===== src/rtl/msd_pkg.sv =====
// Shared types and constants for the multi-switch debouncer.
package msd_pkg;

  localparam int SWITCH_CAP_DEF = 16;

  localparam int KIND_W   = 2;
  localparam int ID_W     = 4;
  localparam int TIME_W   = 32;
  localparam int PERIOD_W = 15;
  localparam int COUNT_W  = 5;
  localparam int MASK_W   = 16;

  localparam int CFG_IDX_W  = 3;
  localparam int CFG_DATA_W = 16;

  localparam int IN_DATA_W  = 40;
  localparam int IN_USER_W  = 8;
  localparam int OUT_DATA_W = 16;

  // Configuration register indexes.
  localparam logic [CFG_IDX_W-1:0] REG_DEBOUNCE_MS = 3'd0;
  localparam logic [CFG_IDX_W-1:0] REG_SWITCH_CNT  = 3'd1;
  localparam logic [CFG_IDX_W-1:0] REG_BUTTON      = 3'd2;
  localparam logic [CFG_IDX_W-1:0] REG_ACTIVE_LOW  = 3'd3;
  localparam logic [CFG_IDX_W-1:0] REG_LINKED      = 3'd4;
  localparam logic [CFG_IDX_W-1:0] REG_LINK_INIT   = 3'd5;

  localparam logic [PERIOD_W-1:0] DEBOUNCE_RESET = 15'd10;

  typedef enum logic [KIND_W-1:0] {
    KIND_POLL     = 2'd0,
    KIND_BTN_POLL = 2'd1,
    KIND_CLR_ONE  = 2'd2,
    KIND_CLR_ALL  = 2'd3
  } kind_t;

  typedef struct packed {
    logic [PERIOD_W-1:0] debounce_ms;
    logic [COUNT_W-1:0]  switch_count;
    logic [MASK_W-1:0]   button_mask;
    logic [MASK_W-1:0]   active_low_mask;
    logic [MASK_W-1:0]   linked_mask;
    logic [MASK_W-1:0]   link_init_mask;
  } cfg_t;

  // One switch's entry in the state memory.
  typedef struct packed {
    logic              flipped;
    logic              deb_on;
    logic [TIME_W-1:0] timer_start;
  } rec_t;

  // Outcome of one item, from the update logic to the top level.
  typedef struct packed {
    logic poll;
    logic report;
    logic pend_next;
    logic switched;
    logic toggle_on;
    logic pending;
    logic out_level;
  } upd_t;

endpackage


===== src/rtl/msd_rec_ram.sv =====
// State memory of the debouncer: one entry per switch, registered read, valid bits.
module msd_rec_ram #(
  parameter int DEPTH = 16,
  parameter int AW    = 4
) (
  input  logic              clk,
  input  logic              rst,
  input  logic              wr_en,
  input  logic [AW-1:0]     wr_addr,
  input  msd_pkg::rec_t     wr_data,
  input  logic              rd_en,
  input  logic [AW-1:0]     rd_addr,
  output msd_pkg::rec_t     rd_data
);
  import msd_pkg::*;

  rec_t             mem [DEPTH];
  logic [DEPTH-1:0] ent_valid;
  rec_t             rd_q;
  logic             rd_hit;

  always_ff @(posedge clk) begin
    if (wr_en) begin
      mem[wr_addr] <= wr_data;
    end
    if (rd_en) begin
      rd_q <= mem[rd_addr];
    end
  end

  // An entry never written since reset reads as all zero.
  always_ff @(posedge clk) begin
    if (rst) begin
      ent_valid <= '0;
      rd_hit    <= 1'b0;
    end else begin
      if (rd_en) begin
        rd_hit <= ent_valid[rd_addr];
      end
      if (wr_en) begin
        ent_valid[wr_addr] <= 1'b1;
      end
    end
  end

  assign rd_data = rd_hit ? rd_q : '0;

endmodule


===== src/rtl/msd_update.sv =====
// Debounce rules: next state of one switch and the result fields for one item.
module msd_update (
  input  msd_pkg::kind_t              kind,
  input  logic [msd_pkg::ID_W-1:0]    sel_id,
  input  logic                        pin_level,
  input  logic [msd_pkg::TIME_W-1:0]  now_ms,
  input  logic                        id_valid,
  input  msd_pkg::cfg_t               cfg,
  input  msd_pkg::rec_t               cur,
  input  logic                        pend_cur,
  output msd_pkg::rec_t               nxt,
  output msd_pkg::upd_t               upd
);
  import msd_pkg::*;

  logic              btn;
  logic              on;
  logic              linked;
  logic [TIME_W-1:0] age;
  logic              elapsed;
  logic              start;
  logic              pend_eff;
  logic              el;
  logic              poll;
  logic              report;
  logic              pend_n;

  assign btn      = cfg.button_mask[sel_id];
  assign linked   = cfg.linked_mask[sel_id];
  assign on       = pin_level ^ cfg.active_low_mask[sel_id];
  assign age      = now_ms - cur.timer_start;
  assign elapsed  = age >= {{(TIME_W-PERIOD_W){1'b0}}, cfg.debounce_ms};
  assign start    = (on != cur.deb_on) && !pend_cur;
  assign pend_eff = pend_cur || start;
  // A toggle that only now starts its transition has elapsed only for a zero period.
  assign el       = start ? (cfg.debounce_ms == '0) : elapsed;

  always_comb begin
    nxt    = cur;
    pend_n = pend_cur;
    report = 1'b0;
    poll   = 1'b0;
    unique case (kind)
      KIND_POLL:     poll = id_valid;
      KIND_BTN_POLL: poll = id_valid && btn;
      KIND_CLR_ONE,
      KIND_CLR_ALL:  pend_n = 1'b0;
      default:       poll = 1'b0;
    endcase
    if (poll) begin
      if (btn) begin
        if (on) begin
          pend_n          = 1'b1;
          nxt.timer_start = now_ms;
        end else if (pend_cur && elapsed) begin
          pend_n = 1'b0;
          report = 1'b1;
        end
      end else begin
        if (start) begin
          nxt.timer_start = now_ms;
        end
        if (pend_eff && el) begin
          nxt.deb_on = ~cur.deb_on;
          pend_n     = 1'b0;
          report     = 1'b1;
        end else if (start) begin
          pend_n = 1'b1;
        end
      end
    end
    if (report && (kind == KIND_POLL) && linked) begin
      nxt.flipped = ~cur.flipped;
    end
  end

  assign upd.poll      = poll;
  assign upd.report    = report;
  assign upd.pend_next = pend_n;
  assign upd.switched  = report && (kind == KIND_POLL);
  assign upd.toggle_on = id_valid && !btn && nxt.deb_on;
  assign upd.pending   = id_valid && pend_n;
  assign upd.out_level = id_valid && linked && (cfg.link_init_mask[sel_id] ^ nxt.flipped);

endmodule


===== src/rtl/multi_switch_debouncer.sv =====
// Top level of the multi-switch debouncer.
//
// Items arrive on the s_ stream: s_tuser carries the kind (poll, button poll,
// clear one pending, clear all pending) and s_tdata the switch id, the sampled
// pin level and a wrapping millisecond timestamp. Each item gives exactly one
// result item on the m_ stream with the switch's debounced status.
// Items pass the update stage and output register at one item per cycle while
// m_ keeps up: one item's memory read overlaps the update and write-back of
// the one before, and a same-switch write is forwarded to the following item.
// The per-switch timer start, debounced level and linked-output flip live in a
// synchronous memory with a registered read; pending flags are a flag vector
// so that a clear-all clears the flags of all configured switches at once.
// Reset empties both channels, sets the configuration to its default values
// and makes every switch read as off, not pending and never flipped.
// When the receiver stalls, the result waits in the output register, one more
// item may sit in the update stage, and s_tready then falls until m_tready.
// Configuration is written through cfg_we, cfg_index and cfg_data; the user
// must do so only while idle, which the block itself does not enforce.
module multi_switch_debouncer #(
  parameter int SWITCH_CAP = msd_pkg::SWITCH_CAP_DEF
) (
  input  logic                              clk,
  input  logic                              rst,
  input  logic                              cfg_we,
  input  logic [msd_pkg::CFG_IDX_W-1:0]     cfg_index,
  input  logic [msd_pkg::CFG_DATA_W-1:0]    cfg_data,
  input  logic                              s_tvalid,
  output logic                              s_tready,
  // id [3:0], pin_level [4], now_ms [36:5], zero fill above.
  input  logic [msd_pkg::IN_DATA_W-1:0]     s_tdata,
  // kind [1:0], zero fill above.
  input  logic [msd_pkg::IN_USER_W-1:0]     s_tuser,
  output logic                              m_tvalid,
  input  logic                              m_tready,
  // id_valid [0], switched [1], toggle_on [2], pending [3], output_level [4],
  // last_id [8:5], zero fill above.
  output logic [msd_pkg::OUT_DATA_W-1:0]    m_tdata
);
  import msd_pkg::*;

  localparam int DEPTH = (SWITCH_CAP < (1 << ID_W)) ? SWITCH_CAP : (1 << ID_W);
  localparam int AW    = (DEPTH > 1) ? $clog2(DEPTH) : 1;
  localparam logic [COUNT_W-1:0] DEPTH_CNT = COUNT_W'(DEPTH);

  cfg_t cfg;

  logic              s1_valid;
  kind_t             s1_kind;
  logic [ID_W-1:0]   s1_id;
  logic              s1_pin;
  logic [TIME_W-1:0] s1_now;

  logic              accept;
  logic              advance;
  logic [AW-1:0]     rd_addr;
  logic [AW-1:0]     s1_idx;
  rec_t              ram_rd;
  rec_t              cur;
  rec_t              nxt;
  upd_t              upd;
  logic              wr_en;

  logic              fwd_valid;
  logic [AW-1:0]     fwd_addr;
  rec_t              fwd_rec;

  logic [DEPTH-1:0]  pend_q;
  logic [ID_W-1:0]   last_q;
  logic [ID_W-1:0]   last_next;
  logic [COUNT_W-1:0] eff_n;
  logic              id_valid;

  // Configuration registers.
  always_ff @(posedge clk) begin
    if (rst) begin
      cfg.debounce_ms     <= DEBOUNCE_RESET;
      cfg.switch_count    <= '0;
      cfg.button_mask     <= '0;
      cfg.active_low_mask <= '0;
      cfg.linked_mask     <= '0;
      cfg.link_init_mask  <= '0;
    end else if (cfg_we) begin
      unique case (cfg_index)
        REG_DEBOUNCE_MS: cfg.debounce_ms     <= cfg_data[PERIOD_W-1:0];
        REG_SWITCH_CNT:  cfg.switch_count    <= cfg_data[COUNT_W-1:0];
        REG_BUTTON:      cfg.button_mask     <= cfg_data[MASK_W-1:0];
        REG_ACTIVE_LOW:  cfg.active_low_mask <= cfg_data[MASK_W-1:0];
        REG_LINKED:      cfg.linked_mask     <= cfg_data[MASK_W-1:0];
        REG_LINK_INIT:   cfg.link_init_mask  <= cfg_data[MASK_W-1:0];
        default: ;
      endcase
    end
  end

  assign advance  = s1_valid && (!m_tvalid || m_tready);
  assign s_tready = !s1_valid || advance;
  assign accept   = s_tvalid && s_tready;
  assign rd_addr  = s_tdata[AW-1:0];
  assign s1_idx   = s1_id[AW-1:0];

  // Update stage holds the item whose memory read is in flight.
  always_ff @(posedge clk) begin
    if (rst) begin
      s1_valid <= 1'b0;
    end else if (accept) begin
      s1_valid <= 1'b1;
    end else if (advance) begin
      s1_valid <= 1'b0;
    end
  end

  always_ff @(posedge clk) begin
    if (accept) begin
      s1_kind <= kind_t'(s_tuser[KIND_W-1:0]);
      s1_id   <= s_tdata[ID_W-1:0];
      s1_pin  <= s_tdata[ID_W];
      s1_now  <= s_tdata[ID_W+TIME_W:ID_W+1];
    end
  end

  msd_rec_ram #(
    .DEPTH (DEPTH),
    .AW    (AW)
  ) u_ram (
    .clk     (clk),
    .rst     (rst),
    .wr_en   (wr_en),
    .wr_addr (s1_idx),
    .wr_data (nxt),
    .rd_en   (accept),
    .rd_addr (rd_addr),
    .rd_data (ram_rd)
  );

  // The last write always matches memory, so it may stand in for a read that
  // raced with it.
  assign cur = (fwd_valid && (fwd_addr == s1_idx)) ? fwd_rec : ram_rd;

  always_ff @(posedge clk) begin
    if (rst) begin
      fwd_valid <= 1'b0;
    end else if (wr_en) begin
      fwd_valid <= 1'b1;
    end
  end

  always_ff @(posedge clk) begin
    if (wr_en) begin
      fwd_addr <= s1_idx;
      fwd_rec  <= nxt;
    end
  end

  assign eff_n    = (cfg.switch_count > DEPTH_CNT) ? DEPTH_CNT : cfg.switch_count;
  assign id_valid = {1'b0, s1_id} < eff_n;

  msd_update u_update (
    .kind      (s1_kind),
    .sel_id    (s1_id),
    .pin_level (s1_pin),
    .now_ms    (s1_now),
    .id_valid  (id_valid),
    .cfg       (cfg),
    .cur       (cur),
    .pend_cur  (id_valid ? pend_q[s1_idx] : 1'b0),
    .nxt       (nxt),
    .upd       (upd)
  );

  assign wr_en     = advance && upd.poll;
  assign last_next = upd.report ? s1_id : last_q;

  // Pending flags and the last reported id.
  always_ff @(posedge clk) begin
    if (rst) begin
      pend_q <= '0;
      last_q <= '0;
    end else if (advance) begin
      last_q <= last_next;
      if (s1_kind == KIND_CLR_ALL) begin
        for (int i = 0; i < DEPTH; i++) begin
          if (COUNT_W'(i) < eff_n) begin
            pend_q[i] <= 1'b0;
          end
        end
      end else if (id_valid) begin
        pend_q[s1_idx] <= upd.pend_next;
      end
    end
  end

  // Output register.
  always_ff @(posedge clk) begin
    if (rst) begin
      m_tvalid <= 1'b0;
    end else if (advance) begin
      m_tvalid <= 1'b1;
    end else if (m_tready) begin
      m_tvalid <= 1'b0;
    end
  end

  always_ff @(posedge clk) begin
    if (advance) begin
      m_tdata <= {{(OUT_DATA_W-5-ID_W){1'b0}}, last_next, upd.out_level, upd.pending,
                  upd.toggle_on, upd.switched, id_valid};
    end
  end

endmodule

===== config.mk =====
export PLATFORM = sky130hd
export DESIGN_NAME = multi_switch_debouncer
export DESIGN_NICKNAME = d
export VERILOG_FILES = /design/src/rtl/msd_pkg.sv /design/src/rtl/msd_rec_ram.sv /design/src/rtl/msd_update.sv /design/src/rtl/multi_switch_debouncer.sv
export SDC_FILE = /design/constraint.sdc
export NUM_CORES = 1
export LEC_CHECK = 0
export BUFFER_PORTS_ARGS = -buffer_cell sky130_fd_sc_hd__buf_2
export CAP_MARGIN = 5
export CORE_AREA = 2 2 239 241
export CTS_CLUSTER_DIAMETER = 50
export DETAILED_ROUTE_END_ITERATION = 10
export DIE_AREA = 0 0 241 243
export PLACE_DENSITY = 0.78
export SLEW_MARGIN = 15
export SYNTH_ARGS = -nofsm -noshare
export SYNTH_HDL_FRONTEND = slang
export SYNTH_HIERARCHICAL = 1
export SYNTH_SLANG_ARGS = --single-unit

===== constraint.sdc =====
create_clock -name clk -period 9.49 [get_ports clk]
set_input_delay 0.4745 -clock clk [delete_from_list [all_inputs] [get_ports clk]]
set_output_delay 0.4745 -clock clk [all_outputs]
set_load 0.005 [all_outputs]

==> results of run 1 <==
per-layer routing:
| metal | GRT usage | vias up |
|---|---|---|
| met1 | 0.398 | 10400 |
| met4 | 0.110 | 0 |
| met5 | 0 | - |
| met2 | 0.463 | 1054 |
| met3 | 0.0465 | 181 |
| li1 | - | 8732 |
how the worst max path moves through the flow:
stage | startpoint | endpoint | slack [ns] | cells after the start
after global routing | s1_id[3]$_DFFE_PP_ | pend_q[6]$_SDFFE_PP0P_ | 1.84 | 25
after floorplan | cfg[68]$_SDFFE_PP0P_ | u_ram/mem[0][0]$_DFFE_PP_ | 2.59 | 15
final | s1_id[3]$_DFFE_PP_ | pend_q[6]$_SDFFE_PP0P_ | 2.25 | 25
after detailed placement | s1_id[3]$_DFFE_PP_ | pend_q[6]$_SDFFE_PP0P_ | 2.32 | 25
after global placement | s1_id[3]$_DFFE_PP_ | pend_q[6]$_SDFFE_PP0P_ | 2.45 | 25
after CTS | s1_id[3]$_DFFE_PP_ | pend_q[6]$_SDFFE_PP0P_ | 2.29 | 25
cells in the final DEF (no fill, tap or decap), types with 27 or more instances in the layout:
cell,n
edfxtp_1,664
nand2_1,251
mux4_2,156
a21oi_1,129
dfxtp_1,124
nor2_1,90
clkbuf_16,82
buf_2,69
o21ai_0,67
buf_4,60
inv_1,59
ha_1,49
and2_1,39
mux4_1,39
mux2_2,36
nand2b_1,31
mux2i_1,29
nand3_1,27
critical path: cells and delay by family, from the launching register on:
kind	cells	cell delay [ns]
AO/OA/AOI/OAI	7	1.52
flip-flops	1	0.36
buffers and inverters	2	0.83
AND/OR/NAND/NOR	10	2.74
XOR/XNOR	2	0.39
multiplexers	1	0.44
adder cells (fa/ha/maj)	3	0.85
power by group:
part | switching, mW | leakage [nW] | total (mW) | internal, mW
sequential | 0.0200 | 7.19 | 3.81 | 3.79
combinational | 0.312 | 4.29 | 0.510 | 0.198
clock | 1.33 | 1.30 | 3.10 | 1.77
layout make-up:
cell class              count  share of cell area
repair buffers            134              0.0224
multi-input cells        1227               0.289
clock buffers              94              0.0562
clock inverters            57              0.0125
flip-flops and latches    788               0.589
well taps                 756              0.0249
inverters                  60             0.00598
state kept, by name, summed over array words and instances, names as in the netlist, 2 cells and up:
signal           cells
last_q               4
m_tdata              9
u_ram/mem          544
u_ram/ent_valid     16
s1_id                4
u_ram/rd_q          34
s1_now              32
fwd_addr             4
s1_kind              2
fwd_rec             34
cfg                 84
pend_q              16
cell families after synthesis:
kind of cell             after synthesis
flip-flops                           788
AND/OR/NAND/NOR                      568
AO/OA/AOI/OAI                        312
multiplexers                         265
buffers and inverters                192
adder cells (fa/ha/maj)               50
XOR/XNOR                              25
other                                  1
stage by stage:
| step | area, µm² | hold WS, ns | setup slack (ns) | utilization | std cells |
|---|---|---|---|---|---|
| floorplan | 34300 | 0.432 | 2.59 | - | 2207 |
| global placement | 35400 | 0.436 | 2.45 | 0.633 | 2962 |
| detailed placement | 35400 | 0.444 | 2.32 | 0.633 | 2962 |
| CTS | 38000 | 0.00494 | 2.29 | 0.680 | 3116 |
| global route | 38100 | 0.0158 | 1.84 | 0.680 | 3116 |
| finish | 38100 | 0.0319 | 2.25 | 0.680 | 3116 |
==> impl_metrics.tcl, run 1 <==
set metrics [dict create \
    ys_ff_latch 788 \
    fin_skew_ns 0.0284 \
    synth_xor_area_frac 0.00661 \
    min_period_over_period 0.763 \
    yosysTopAreaCellShare 0.582 \
    cts_buffers 81 \
    top_layer_used "met4" \
    avgSynthCellArea_um2 15.6 \
    clockBufferDepth 3 \
    power.density_nw_per_um2 195 \
    hold_buffers 3 \
    ant_nets 0 \
    crit_required_ns 10.02 \
    worst_slew_pin_slew_ns 1.18 \
    hold_start "s_tdata[17]" \
    clk_pin_slew_ns 0.06 \
    firstDrtPassIters 5 \
    insertion_delay_ns 0.66 \
    synth_warnings 6 \
    criticalPathCategory "reg2reg" \
    place_congestion 0.890 \
    n_fill_cell 3625 \
    numPortBuffers 73 \
    synth_fa_ha_area_frac 0.0185 \
    initial_utilization 0.612 \
    max_freq_ghz 0.138 \
    reg2reg_depth 25 \
    cts_tree "yes" \
    rsz0062_at_grt "false" \
    vias 20300 \
    hpwl_um 45100 \
    slowest_delay_ns 0.56 \
    fin_crit_ns 7.24 \
    cp_max_fo 34 \
    synth-compound-area-share 0.0575 \
    grt_pass1_wl_um 124000 \
    synth_mux_area_frac 0.154 \
    track_usage 0.287 \
    routedWlPerCell_um 26.4 \
    root_buffer "clkbuf_16" \
    p_leak_nw 12.8 \
    synth_edf_count 664 \
    synthTopCellsByArea "edfxtp_1 (58%), mux4_2 (10%), dfxtp_1 (7.2%), mux4_1 (3.0%), nand2_1 (2.8%)" \
    antenna_found_initial 0 \
    crit_path_top_delay_cell "buf_4" \
    die_y_um 243 \
    synth_top_family_by_area "multiplexers" \
    via_per_inst 6.52 \
    worstReg2RegEnd "pend_q[6]$_SDFFE_PP0P_" \
    diodes 0 \
    die_area_um2 58600 \
    synthTopCellsByCount "edfxtp_1 (664), nand2_1 (251), mux4_2 (156)" \
    core_um2 56000 \
    wl_met1_um 31900 \
    worstHoldPathType "in2reg" \
    setup_viol 0 \
    seq_area_frac_synth 0.654 \
    p_total_mw 7.42 \
    grt-ovfl-total 0 \
    drive_gt1_frac 0.214 \
    cp-start-kind "flip-flop" \
    max_slew_margin 0.208 \
    ir_worst_vdd_mv 0.157 \
    drv_cap 0 \
    synth_most_common_cell "edfxtp_1" \
    hold-path-endpoint "s1_now[12]$_DFFE_PP_" \
    synth_flop_cell "edfxtp_1" \
    wl_met3_um 7080 \
    netlist_instances 2201 \
    wirelength_um 82200 \
    wl_met2_um 40300 \
    status "completed" \
    area_delta_synth_final_pct 11.1 \
    grt_pass1_vias 20400 \
    async_flop_share 0 \
    yosysTopAreaCell "edfxtp_1" \
    timing.rr.start "s1_id[3]$_DFFE_PP_" \
    drv_slew 0 \
    clkSinkCount 788 \
    drt-initial-drc-count 2207 \
    h-tree-depth 3 \
    tns_ns 0 \
    hold_violations 0 \
    hold_depth 1 \
    drc_errors 0 \
    yosys.area_share.simple 0.0790 \
    die_width_um 241 \
    finalNetCount 2414 \
    fp-row-count 87 \
    endpoint_kind "flip-flop" \
    arrival_ns 7.78 \
    grt_max_degree 111 \
    synthDistinctLibCells 92 \
    rrSetupSlack_ns 2.25 \
    post_cts_buffers 0 \
    io_pins 90 \
    regArea_um2 22400 \
    multi_input_area_um2 11000 \
    cts_resized 0 \
    syn_area_um2 34300 \
]
No activity file was read; power rests on OpenSTA's default activity.
==> inputs of run 2 (changes only) <==
CORE_AREA = 2 2 251 253   (was 2 2 239 241)
DIE_AREA = 0 0 253 255   (was 0 0 241 243)
PLACE_DENSITY = 0.75   (was 0.78)
clock period = 6.22 ns   (was 9.49 ns; I/O delays follow)
==> impl_metrics.tcl, run 2 (same netlist as run 1, synthesis figures left out) <==
set metrics [dict create \
    status "completed" \
    diodes 0 \
    largest_reg_flops 544 \
    die_width_um 253 \
    drive_gt1_frac 0.218 \
    setup_viol 0 \
    worst_slew_pin_slew_ns 1.12 \
    crit_path_top_delay_cell "a2111oi_0" \
    via_per_inst 6.37 \
    cp-start-kind "flip-flop" \
    track_usage 0.264 \
    ir_worst_vdd_mv 0.227 \
    grt_pass1_wl_um 126000 \
    fin_skew_ns 0.0218 \
    final_area_um2 39200 \
    io_pins 90 \
    routedWlPerCell_um 26.1 \
    wirelength_um 84400 \
    arrival_ns 6.36 \
    initial_utilization 0.551 \
    cp_max_fo 20 \
    tns_ns 0 \
    n_fill_cell 4245 \
    regMostFlops "u_ram/mem" \
    endpoint_kind "flip-flop" \
    fin_crit_ns 5.82 \
    max_slew_margin 0.245 \
    clkSinkCount 788 \
    ant_nets 0 \
    area_delta_synth_final_pct 14.3 \
    reg2reg_depth 22 \
    drv_cap 0 \
    final_common_cell "edfxtp_1" \
    slowest_delay_ns 0.46 \
    final_cell_mix "edfxtp_1 (664), nand2_1 (251), mux4_2 (156)" \
    cts_tree "yes" \
    antenna_found_initial 0 \
    hpwl_um 46800 \
    grt_max_degree 106 \
    h-tree-depth 3 \
    numPortBuffers 73 \
    final_core_util 0.630 \
    grt_pass1_vias 20600 \
    worstHoldPathType "in2reg" \
    endpoint "pend_q[9]$_SDFFE_PP0P_" \
    cts_buffers 84 \
    criticalPathCategory "reg2reg" \
    reg.largest.list "u_ram/mem x544, cfg x84" \
    clockBufferDepth 3 \
    firstDrtPassIters 5 \
    max_freq_ghz 0.172 \
    fp-row-count 92 \
    place_congestion 0.950 \
    insertion_delay_ns 0.64 \
    crit_chain "xor2_1, nor4_4, buf_12, buf_12, buf_4, buf_4, mux2_2, inv_1, ha_1, nand2_1, o21ai_0, or4_1, nor2_1, a2111oi_0, o2111ai_1, and4b_2, nand4b_4, a211oi_4, a21boi_1, and4_1, a211oi_1, a211oi_1" \
    dpl-instance-area_um2 35700 \
    finalNetCount 2486 \
    path_buf_inv 5 \
    power.density_nw_per_um2 296 \
    die_y_um 255 \
    vias 20600 \
    drt-initial-drc-count 2440 \
    clk_pin_slew_ns 0.06 \
    crit_family "compound AO/OA/AOI/OAI gates" \
    path_depth 22 \
    die_area_um2 64500 \
    hold_violations 0 \
    p_leak_nw 13.2 \
    min_period_over_period 0.935 \
    crit_required_ns 6.76 \
    drc_errors 0 \
    core_um2 62200 \
    root_buffer "clkbuf_16" \
    drv_slew 0 \
    crit_start "s1_id[0]$_DFFE_PP_" \
    timing.rr.start "s1_id[0]$_DFFE_PP_" \
    rrSetupSlack_ns 0.40 \
    grt-ovfl-total 0 \
    worstReg2RegEnd "pend_q[9]$_SDFFE_PP0P_" \
]
[run 2: cell count changes in the layout (fill, tap and decap cells not counted), moves of 5 or more]
cell           before  now
dlygate4sd3_1       3   53
inv_6               5    0
buf_12              0   13
nor3_4              0    5
clkinv_2           22   14
buf_4              60   66
[run 2: worst min-delay path by stage]
stage                          from                    to  slack, ns  cells after the start
3_3_place_gp   cfg[51]$_SDFFE_PP0P_  cfg[51]$_SDFFE_PP0P_       0.44                      2
6_report                cfg_data[0]  cfg[32]$_SDFFE_PP0P_       0.03                      3
3_5_place_dp   cfg[43]$_SDFFE_PP0P_  cfg[43]$_SDFFE_PP0P_       0.45                      2
5_1_grt                 cfg_data[0]  cfg[32]$_SDFFE_PP0P_       0.01                      3
4_1_cts                 cfg_data[0]  cfg[48]$_SDFFE_PP0P_     0.0002                      3
2_1_floorplan            s_tdata[0]    s1_id[0]$_DFFE_PP_       0.41                      0
[run 2: power by group]
part	leakage [nW]	internal [mW]	switching, mW
Clock	1.34	2.87	2.07
Combinational	4.66	0.333	0.495
Sequential	7.19	5.78	0.0356
[run 2: per-stage QoR]
step	total power, mW	std cells	worst slack, ns	hold WS (ns)
finish	11.6	3231	0.405	0.0316
global route	11.9	3231	-0.0279	0.0118
CTS	11.6	3227	0.0173	0.000226
floorplan	6.47	2207	0.266	0.410
detailed placement	6.70	3020	-0.0230	0.446
global placement	6.68	3020	0.103	0.437
[run 2: per-layer routing]
metal	vias up	part of all wire	global-route usage
li1	8881	-	-
met1	10500	0.40	0.366
met2	1012	0.49	0.430
met3	170	0.085	0.0403
met4	0	0.031	0.0957
met5	-	0	0
[run 2: cell type report]
| cell class | count | area (µm²) | area share |
|---|---|---|---|
| timing repair buffer | 203 | 1660 | 0.0423 |
| tap | 799 | 1000 | 0.0255 |
| sequential | 788 | 22400 | 0.572 |
| clock buffer | 100 | 2220 | 0.0568 |
| clock inverter | 54 | 523 | 0.0134 |
| multi-input combinational | 1227 | 11100 | 0.284 |
| inverter | 60 | 228 | 0.00581 |
[run 2: worst register-to-register path, delay by kind of cell, from the launching register on]
kind	cells	cell delay, ns
AOI/OAI and AO/OA	7	1.90
and+or+nand+nor	7	1.55
buffers and inverters	5	0.85
adders and majority gates	1	0.42
DFF	1	0.40
muxes	1	0.39
xor gates and xnor gates	1	0.21
[run 2: repair_timing]
| action | in CTS | in global routing |
|---|---|---|
| resized for setup | 1 | 22 |
| pin swaps | 0 | 7 |
| buffers inserted | 0 | 4 |
| setup endpoints to repair | 6 | 33 |
| cloned | 0 | 0 |
| hold endpoints to repair | 95 | 0 |
| hold buffers | 53 | 0 |
==> inputs of run 3 (changes only) <==
PLACE_DENSITY = 0.72   (was 0.75)
==> impl_metrics.tcl, run 3 (same netlist as run 1, synthesis figures left out) <==
set metrics [dict create \
    status "completed" \
    tns_ns 0 \
    regMostFlops "u_ram/mem" \
    fp-row-count 92 \
    slowest_delay_ns 0.53 \
    h-tree-depth 3 \
    final_cell_mix "edfxtp_1 (664), nand2_1 (251), mux4_2 (156)" \
    hold-path-endpoint "cfg[5]$_SDFFE_PP0P_" \
    final_common_cell "edfxtp_1" \
    timing.rr.start "s1_id[1]$_DFFE_PP_" \
    worstReg2RegEnd "pend_q[6]$_SDFFE_PP0P_" \
    arrival_ns 6.48 \
    initial_utilization 0.551 \
    drive_gt1_frac 0.219 \
    crit_path_top_delay_cell "or4_1" \
    antenna_found_initial 0 \
    largest_reg_flops 544 \
    max_slew_margin 0.235 \
    worst_slack_ns 0.284 \
    track_usage 0.261 \
    io_pins 90 \
    drv_cap 0 \
    hold-worst-slack_ns 0.0226 \
    endpoint_kind "flip-flop" \
    fin_crit_ns 5.94 \
    cts_tree "yes" \
    hpwl_um 46400 \
    grt_pass1_vias 20300 \
    numPortBuffers 73 \
    reg.largest.list "u_ram/mem x544, cfg x84" \
    core_um2 62200 \
    worstHoldPathType "in2reg" \
    stdcell_count 3238 \
    cp-start-kind "flip-flop" \
    ant_nets 0 \
    rrSetupSlack_ns 0.28 \
    place_congestion 0.901 \
    clk_pin_slew_ns 0.07 \
    hold_violations 0 \
    max_freq_ghz 0.168 \
    routedWlPerCell_um 25.7 \
    dpl-instance-area_um2 35700 \
    final_area_um2 39100 \
    grt_max_degree 99 \
    rsz0062_at_grt "false" \
    crit_required_ns 6.77 \
    cp_max_fo 8 \
    combPwrFrac 0.071 \
    clkSinkCount 788 \
    fin_skew_ns 0.0326 \
    power.density_nw_per_um2 295 \
    grt_pass1_wl_um 124000 \
    drc_errors 0 \
    die_area_um2 64500 \
    clkPwrFrac 0.425 \
    insertion_delay_ns 0.65 \
    reg2reg_depth 27 \
    drt-initial-drc-count 1985 \
    p_seq_frac 0.504 \
    hold_start "cfg_data[5]" \
    firstDrtPassIters 5 \
    p_leak_nw 13.2 \
    die_y_um 255 \
    clockBufferDepth 3 \
    drv_slew 0 \
    via_per_inst 6.28 \
    finalNetCount 2491 \
    intPower_mw 8.98 \
    swShare 0.222 \
    power_switching_mw 2.57 \
    dp_slack_ns 0.0290 \
    wirelength_um 83100 \
    die_width_um 253 \
    setup_viol 0 \
    criticalPathCategory "reg2reg" \
    grt-ovfl-total 0 \
    worst_slew_pin_slew_ns 1.15 \
    cts_buffers 83 \
    dp_cells 3027 \
    vias 20300 \
    root_buffer "clkbuf_16" \
    area_delta_synth_final_pct 14.2 \
    ir_worst_vdd_mv 0.222 \
    min_period_over_period 0.954 \
    hold_depth 3 \
]
-- run 3: cell count changes in the layout (fill, tap and decap cells not counted), moves of 4 or more --
cell	before	now
buf_12	13	9
buf_4	66	78
clkinv_2	14	10
inv_6	0	4
-- run 3: layout make-up --
cell class,count,area (µm²)
fill,4337,23000
multi-input combinational,1227,11100
clock buffer,99,2180
clock inverter,55,549
antenna,1,2.50
timing repair buffer,209,1650
tap,799,1000
sequential,788,22400
inverter,60,228
-- run 3: timing repair --
action | 4_1_cts | 5_1_grt
hold buffers | 50 | 0
endpoints found under the hold margin | 84 | 0
endpoints found under the setup margin | 1 | 23
setup buffers | 0 | 6
pin swaps | 0 | 6
gates resized for setup | 1 | 12
-- run 3: how the worst max path moves through the flow --
stage                         startpoint                         to
floorplan           cfg[68]$_SDFFE_PP0P_  u_ram/mem[1][0]$_DFFE_PP_
global placement      s1_id[0]$_DFFE_PP_     pend_q[7]$_SDFFE_PP0P_
detailed placement    s1_id[0]$_DFFE_PP_    pend_q[15]$_SDFFE_PP0P_
CTS                   s1_id[0]$_DFFE_PP_    pend_q[15]$_SDFFE_PP0P_
global route          s1_id[1]$_DFFE_PP_     pend_q[6]$_SDFFE_PP0P_
finish                s1_id[1]$_DFFE_PP_     pend_q[6]$_SDFFE_PP0P_
-- run 3: power groups by stage --
stage          logic [mW]  clock network (mW)  registers (mW)
6_report            0.824                4.91            5.82
5_1_grt             0.893                5.18            5.82
4_1_cts             0.810                4.98            5.82
3_5_place_dp        0.779                   0            5.93
2_1_floorplan       0.556                   0            5.92
3_3_place_gp        0.759                   0            5.93
-- run 3: routing by layer --
metal	global-route usage	vias up	routed length, µm
li1	-	8889	-
met4	0.0850	0	2200
met1	0.353	10400	33500
met5	0	-	0
met2	0.430	926	40800
met3	0.0492	161	6670
-- run 3: through the flow --
step / utilization / power [mW]
floorplan: - / 6.47
CTS: 0.627 / 11.6
global placement: 0.575 / 6.69
finish: 0.629 / 11.6
global route: 0.629 / 11.9
detailed placement: 0.575 / 6.71
-- run 3: critical path, delay by kind of cell, from the launching register on --
kind / cells / cell delay [ns]
compound gates: 7 / 1.20
flops: 1 / 0.40
xor+xnor: 2 / 0.29
mux: 1 / 0.35
buf+inv: 3 / 0.53
fa+ha+maj: 3 / 0.85
simple gates: 11 / 2.20
